### src/streaming_logit_argmax_unit_defines.svh
// Assertion macros for the logit argmax unit.
`ifndef STREAMING_LOGIT_ARGMAX_UNIT_DEFINES_SVH
`define STREAMING_LOGIT_ARGMAX_UNIT_DEFINES_SVH
`ifndef SYNTH
`define SLA_ASSERT_IMPL(label, a, c) \
	label: assert property (@(posedge clk) disable iff (!arst_n) (a) |-> (c)) \
		else $error("assertion failed");
`define SLA_ASSERT_NEXT(label, a, c) \
	label: assert property (@(posedge clk) disable iff (!arst_n) (a) |=> (c)) \
		else $error("assertion failed");
`else
`define SLA_ASSERT_IMPL(label, a, c)
`define SLA_ASSERT_NEXT(label, a, c)
`endif
`endif

### src/sla_pkg.sv
`timescale 1ns / 1ps
package sla_pkg;
	localparam int unsigned MAX_ELEMENTS = 65536;
	localparam int IDX_W = 16;
	localparam logic [IDX_W-1:0] IDX_LIMIT = IDX_W'(MAX_ELEMENTS - 1);
	localparam logic [31:0] NEG_INF_BITS = 32'hFF800000;
	localparam logic FMT_SINGLE = 1'b0;
	localparam logic FMT_HALF = 1'b1;

	function automatic logic [31:0] order_key(input logic [31:0] f);
		logic [31:0] g;
		g = (f[30:0] == 31'd0) ? 32'd0 : f;
		return g[31] ? ~g : (g | 32'h80000000);
	endfunction
endpackage

### src/sla_widen.sv
`timescale 1ns / 1ps
module sla_widen (
	input  logic [31:0] raw,
	input  logic        fmt,
	output logic [31:0] value,
	output logic        is_nan
);
	import sla_pkg::*;
	logic [4:0]  expo;
	logic [9:0]  mant;
	logic [3:0]  lz;
	logic [9:0]  norm;
	logic [31:0] half;

	always_comb begin
		expo = raw[14:10];
		mant = raw[9:0];
		lz = 4'd0;
		for (int i = 0; i < 10; i++) begin
			if (mant[i]) begin
				lz = 4'(9 - i);
			end
		end
		norm = 10'(mant << (lz + 4'd1));
		if (expo == 5'd0) begin
			if (mant == 10'd0) begin
				half = {raw[15], 31'd0};
			end else begin
				half = {raw[15], 8'(8'd112 - 8'(lz)), norm, 13'd0};
			end
		end else if (expo == 5'd31) begin
			half = {raw[15], 8'hFF, mant, 13'd0};
		end else begin
			half = {raw[15], 8'(8'(expo) + 8'd112), mant, 13'd0};
		end
		value = (fmt == FMT_HALF) ? half : raw;
		is_nan = (value[30:23] == 8'hFF) && (value[22:0] != 23'd0);
	end
endmodule

### src/streaming_logit_argmax_unit.sv
// Channel  Dir  Word
// s_axis   in   tdata[31:0] logit_bits, tlast last_element
// m_axis   out  tdata[15:0] best_index
// cfg      in   element_format, single write enable
// One word per cycle while not stalled: input register, widening and compare, result register.
// The result word is registered once the last word sits in the input register and no unaccepted result word holds it.
// Reset clears format, state and valids.
// Input stalls only while a last word waits behind an unaccepted result word.
`timescale 1ns / 1ps
`include "streaming_logit_argmax_unit_defines.svh"
module streaming_logit_argmax_unit (
	input  logic        clk,
	input  logic        arst_n,
	input  logic        cfg_we,
	input  logic        cfg_wdata,
	input  logic        s_axis_tvalid,
	output logic        s_axis_tready,
	input  logic [31:0] s_axis_tdata,  // logit_bits
	input  logic        s_axis_tlast,
	output logic        m_axis_tvalid,
	input  logic        m_axis_tready,
	output logic [15:0] m_axis_tdata   // best_index
);
	import sla_pkg::*;
	logic        fmt_q, v_s1, last_s1, nan_w;
	logic [31:0] data_s1, val_w, best_q;
	logic [15:0] pos_q, cnt_q;
	logic        adv, win, stall;

	assign stall = v_s1 && last_s1 && m_axis_tvalid && !m_axis_tready;
	assign adv = !stall;
	assign s_axis_tready = adv;

	sla_widen u_widen (.raw(data_s1), .fmt(fmt_q), .value(val_w), .is_nan(nan_w));
	assign win = !nan_w && (order_key(val_w) > order_key(best_q));

	always_ff @(posedge clk or negedge arst_n) begin
		if (!arst_n) begin
			fmt_q <= FMT_SINGLE;
			v_s1 <= 1'b0;
			best_q <= NEG_INF_BITS;
			pos_q <= '0;
			cnt_q <= '0;
			m_axis_tvalid <= 1'b0;
			m_axis_tdata <= '0;
		end else begin
			if (cfg_we) fmt_q <= cfg_wdata;
			if (adv && v_s1 && last_s1) begin
				m_axis_tvalid <= 1'b1;
			end else if (m_axis_tready) begin
				m_axis_tvalid <= 1'b0;
			end
			if (adv) begin
				v_s1 <= s_axis_tvalid;
				if (v_s1) begin
					if (last_s1) begin
						m_axis_tdata <= win ? cnt_q : pos_q;
						best_q <= NEG_INF_BITS;
						pos_q <= '0;
						cnt_q <= '0;
					end else begin
						if (win) begin
							best_q <= val_w;
							pos_q <= cnt_q;
						end
						if (cnt_q < IDX_LIMIT) cnt_q <= cnt_q + 16'd1;
					end
				end
			end
		end
	end

	always_ff @(posedge clk) begin
		if (adv) begin
			data_s1 <= s_axis_tdata;
			last_s1 <= s_axis_tlast;
		end
	end

	`SLA_ASSERT_NEXT(a_hold, m_axis_tvalid && !m_axis_tready, m_axis_tvalid)
	`SLA_ASSERT_IMPL(a_cnt, 1'b1, cnt_q <= IDX_LIMIT)
	`SLA_ASSERT_IMPL(a_pos, 1'b1, pos_q <= cnt_q)
endmodule
### config.mk
export PLATFORM = sky130hd
export DESIGN_NAME = streaming_logit_argmax_unit
export DESIGN_NICKNAME = d
export VERILOG_FILES = /design/src/sla_pkg.sv /design/src/sla_widen.sv /design/src/streaming_logit_argmax_unit.sv
export VERILOG_INCLUDE_DIRS = /design/src /design/src/src
export SDC_FILE = /design/constraint.sdc
export NUM_CORES = 1
export LEC_CHECK = 0
export BUFFER_PORTS_ARGS = -buffer_cell sky130_fd_sc_hd__buf_2
export CORE_MARGIN = 8
export CORE_UTILIZATION = 45
export CTS_CLUSTER_SIZE = 40
export DETAILED_ROUTE_END_ITERATION = 10
export PLACE_DENSITY = 0.64
export SLEW_MARGIN = 20
export SYNTH_ARGS = -nofsm -noshare
export SYNTH_HDL_FRONTEND = slang
export SYNTH_SLANG_ARGS = --single-unit
### constraint.sdc
create_clock -name clk -period 18.6 [get_ports clk]
set_input_delay 5.58 -clock clk [delete_from_list [all_inputs] [get_ports clk]]
set_output_delay 5.58 -clock clk [all_outputs]
set_load 0.01 [all_outputs]
==> run_results.csv <==
group,metric,value,unit
drt,vias,6689,
placement,placedCellCount,1082,
clock_network,clk_latency,0.42,ns
global_routing,grt_remaining_overflow,0,
yosys,yosysSeqAreaShare,0.3974,
critical_path,crit_type,"in2out",
run_status,status,"finished clean",
timing,fin_worst_skew,0.009499,ns
yosys,yosys.area.top_type,"dfrtp_1",
clock_network,cts_sinks,116,
timing,period_share,0.6355,
cells_and_area,fill_cells,1589,
yosys,synth_seq_cells,116,
cells_and_area,final_cells,1115,
power,cellLeakagePower,0.003755,uW
power,p_per_area,127.8,nW/um^2
cells_and_area,area_growth,13.42,%
yosys,synth.top_cells.by_area,"dfrtp_1 24%, edfxtp_1 13%, ha_1 5.7%",
timing,finalHoldViolCount,0,
clock_network,cts_tree,"built",
min_path,hold_class,"reg2reg",
global_routing,grt_start_max_net_pins,63,
floorplanning,io_pins,57,
yosys,synth_cell_types,71,
critical_path,cp-start-kind,"input pin",
critical_path,arrival,6.24,ns
clock_network,root_buffer,"clkbuf_16",
drt,wl_per_cell,18.61,um
timing,fin_crit,11.82,ns
yosys,synth_area,7747,um^2
global_routing,antenna_found_initial,0,
floorplanning,start_util,0.4542,
global_routing,grt_use_total,0.1960,
placement,gp_congestion,0.9016,
drt,first_pass_iters,5,
drt,antenna_left,0,
floorplanning,die_x,147.2,um
floorplanning,fp-row-count,48,
global_routing,grt_pass1_wl,34530,um
critical_path,crit_path_end_kind,"output port",
drt,first_iter_violations,607,
drt,drc,0,
drt,drt_wl_total,20750,um
yosys,yosysWarnings,0,
timing,fmax,84.60,MHz
yosys,synth_edf_count,33,
critical_path,worstPathRequired,13.02,ns
clock_network,ctsResizeCount,0,
cells_and_area,layout-drive-gt1-share,0.1483,
timing,slew_headroom,0.3309,
clock_network,clockBufferDepth,2,
global_routing,grt_pass1_vias,6568,
clock_network,post_cts_buffers,0,
critical_path,path_max_fanout,2,
drt,vias_per_cell,5.999,
timing,drv_slew,0,
timing,worst_slew_pin_slew,1.004,ns
placement,dp_hpwl,14110,um
clock_network,clk_pin_slew,0.05,ns
job,cap_viol_max_count,0,
yosys,yosys-top-cells-count,"86 x nor2_1, 84 x nand2_1, 74 x dfrtp_1, 45 x inv_1, 39 x clkbuf_1",
floorplanning,die-area,21670,um^2
yosys,yosys.cell_count.top_type,"nor2_1",
clock_network,cts_hold_buf,0,
timing,setup_violations,0,
floorplanning,core_area,17060,um^2
power,ir_drop,0.0001018,V
yosys,synth.avg_cell_area,9.104,um^2
yosys,synthFlopType,"dfrtp_1",
cells_and_area,antenna_cells,0,
yosys,postSynthCellCount,851,
yosys,syn_nets,925,
timing,rsz0062_at_grt,"no",
timing,finalSetupTns,0,ns
yosys,synth_top_area_frac,0.2390,
placement,portBuffers,56,
clock_network,cts_made_buffers,17,
cells_and_area,nets,951,
cells_and_area,post-route-util,0.5152,
clock_network,cts_max_level,4,
yosys,async_flop_share,0.7155,
floorplanning,die_h,147.2,um
area by class of cell:
type	count	area, um^2	share of cell area
Clock buffer	20	479.2	0.05454
Timing Repair Buffer	67	369.1	0.04200
Tap cell	225	281.5	0.03204
Multi-Input combinational cell	629	4257	0.4844
Sequential cell	116	3079	0.3504
Inverter	46	172.7	0.01965
Clock inverter	12	148.9	0.01694
cells in the final DEF (no fill, tap or decap), types with 12 or more instances in the layout:
cell       count
nand3_1       20
buf_2         55
nor2b_1       17
dfrtp_1       74
a221oi_1      23
o21ai_0       25
o32ai_1       16
a21o_1        16
xnor2_1       24
a21oi_1       19
o31a_1        19
nor2_1        85
clkbuf_16     19
a211oi_1      18
xor2_1        34
o22ai_1       12
ha_1          35
nand2_1       83
edfxtp_1      33
a32o_1        14
inv_1         45
nor3_1        34
power breakdown:
part / leakage, uW / switching [uW] / total (uW) / internal (uW)
logic: 0.00202 / 233 / 414 / 181
clock network: 0.000296 / 117 / 342 / 226
registers: 0.00144 / 53.0 / 367 / 314
total: 0.00375 / 403 / 1120 / 721
layer usage:
metal | share of wire | global-route usage | vias to the layer above | wire length [um]
met5 | 0 | 0 | - | 0
li1 | - | - | 3198 | -
met1 | 0.48 | 0.2764 | 3237 | 10060
met4 | 0.018 | 0.07904 | 0 | 381
met3 | 0.059 | 0.03384 | 27 | 1217
met2 | 0.44 | 0.2913 | 227 | 9092
final timing paths:
check / from / endpoint / slack (ns) / cells past startpoint
max in group asynchronous: arst_n / pos_q[11]$_DFFE_PN0P_ / 12.42 / 2
worst min-delay path: best_q[24]$_DFFE_PN1P_ / best_q[24]$_DFFE_PN1P_ / 0.55 / 2
worst min register to register: best_q[24]$_DFFE_PN1P_ / best_q[24]$_DFFE_PN1P_ / 0.55 / 2
worst max-delay path: m_axis_tready / s_axis_tready / 6.78 / 3
worst max register to register: data_s1[8]$_DFFE_PN_ / pos_q[14]$_DFFE_PN0P_ / 10.21 / 25
min in group asynchronous: arst_n / best_q[1]$_DFFE_PN0P_ / 5.06 / 1
logic make-up after synthesis:
group / after synthesis / share of synthesized area
compound gates: 222 / 0.2214
xor+xnor: 58 / 0.06557
fa+ha+maj: 35 / 0.05652
buf+inv: 106 / 0.05459
flops: 116 / 0.3974
mux: 9 / 0.01179
simple gates: 305 / 0.1927
state kept, by name, summed over array words and instances, names as in the netlist, 16 cells and up:
signal / cells
data_s1: 32
m_axis_tdata: 16
pos_q: 16
cnt_q: 16
best_q: 32
per-stage QoR:
step,power (uW),hold WS [ns],worst slack (ns),cell area [um^2]
after detailed placement,781.9,0.5407,6.749,8143
after global placement,777.0,0.5338,6.748,8143
final,1123,0.5478,6.780,8787
after global routing,1202,0.5697,6.746,8787
after CTS,1131,0.5507,6.749,8771
after floorplan,673.8,0.5117,6.585,7747
critical path, cell delays in order:
cell and delay, ns:
buf_2 0.10, or3_1 0.39, buf_2 0.17
(Power assumes the default switching activity.)
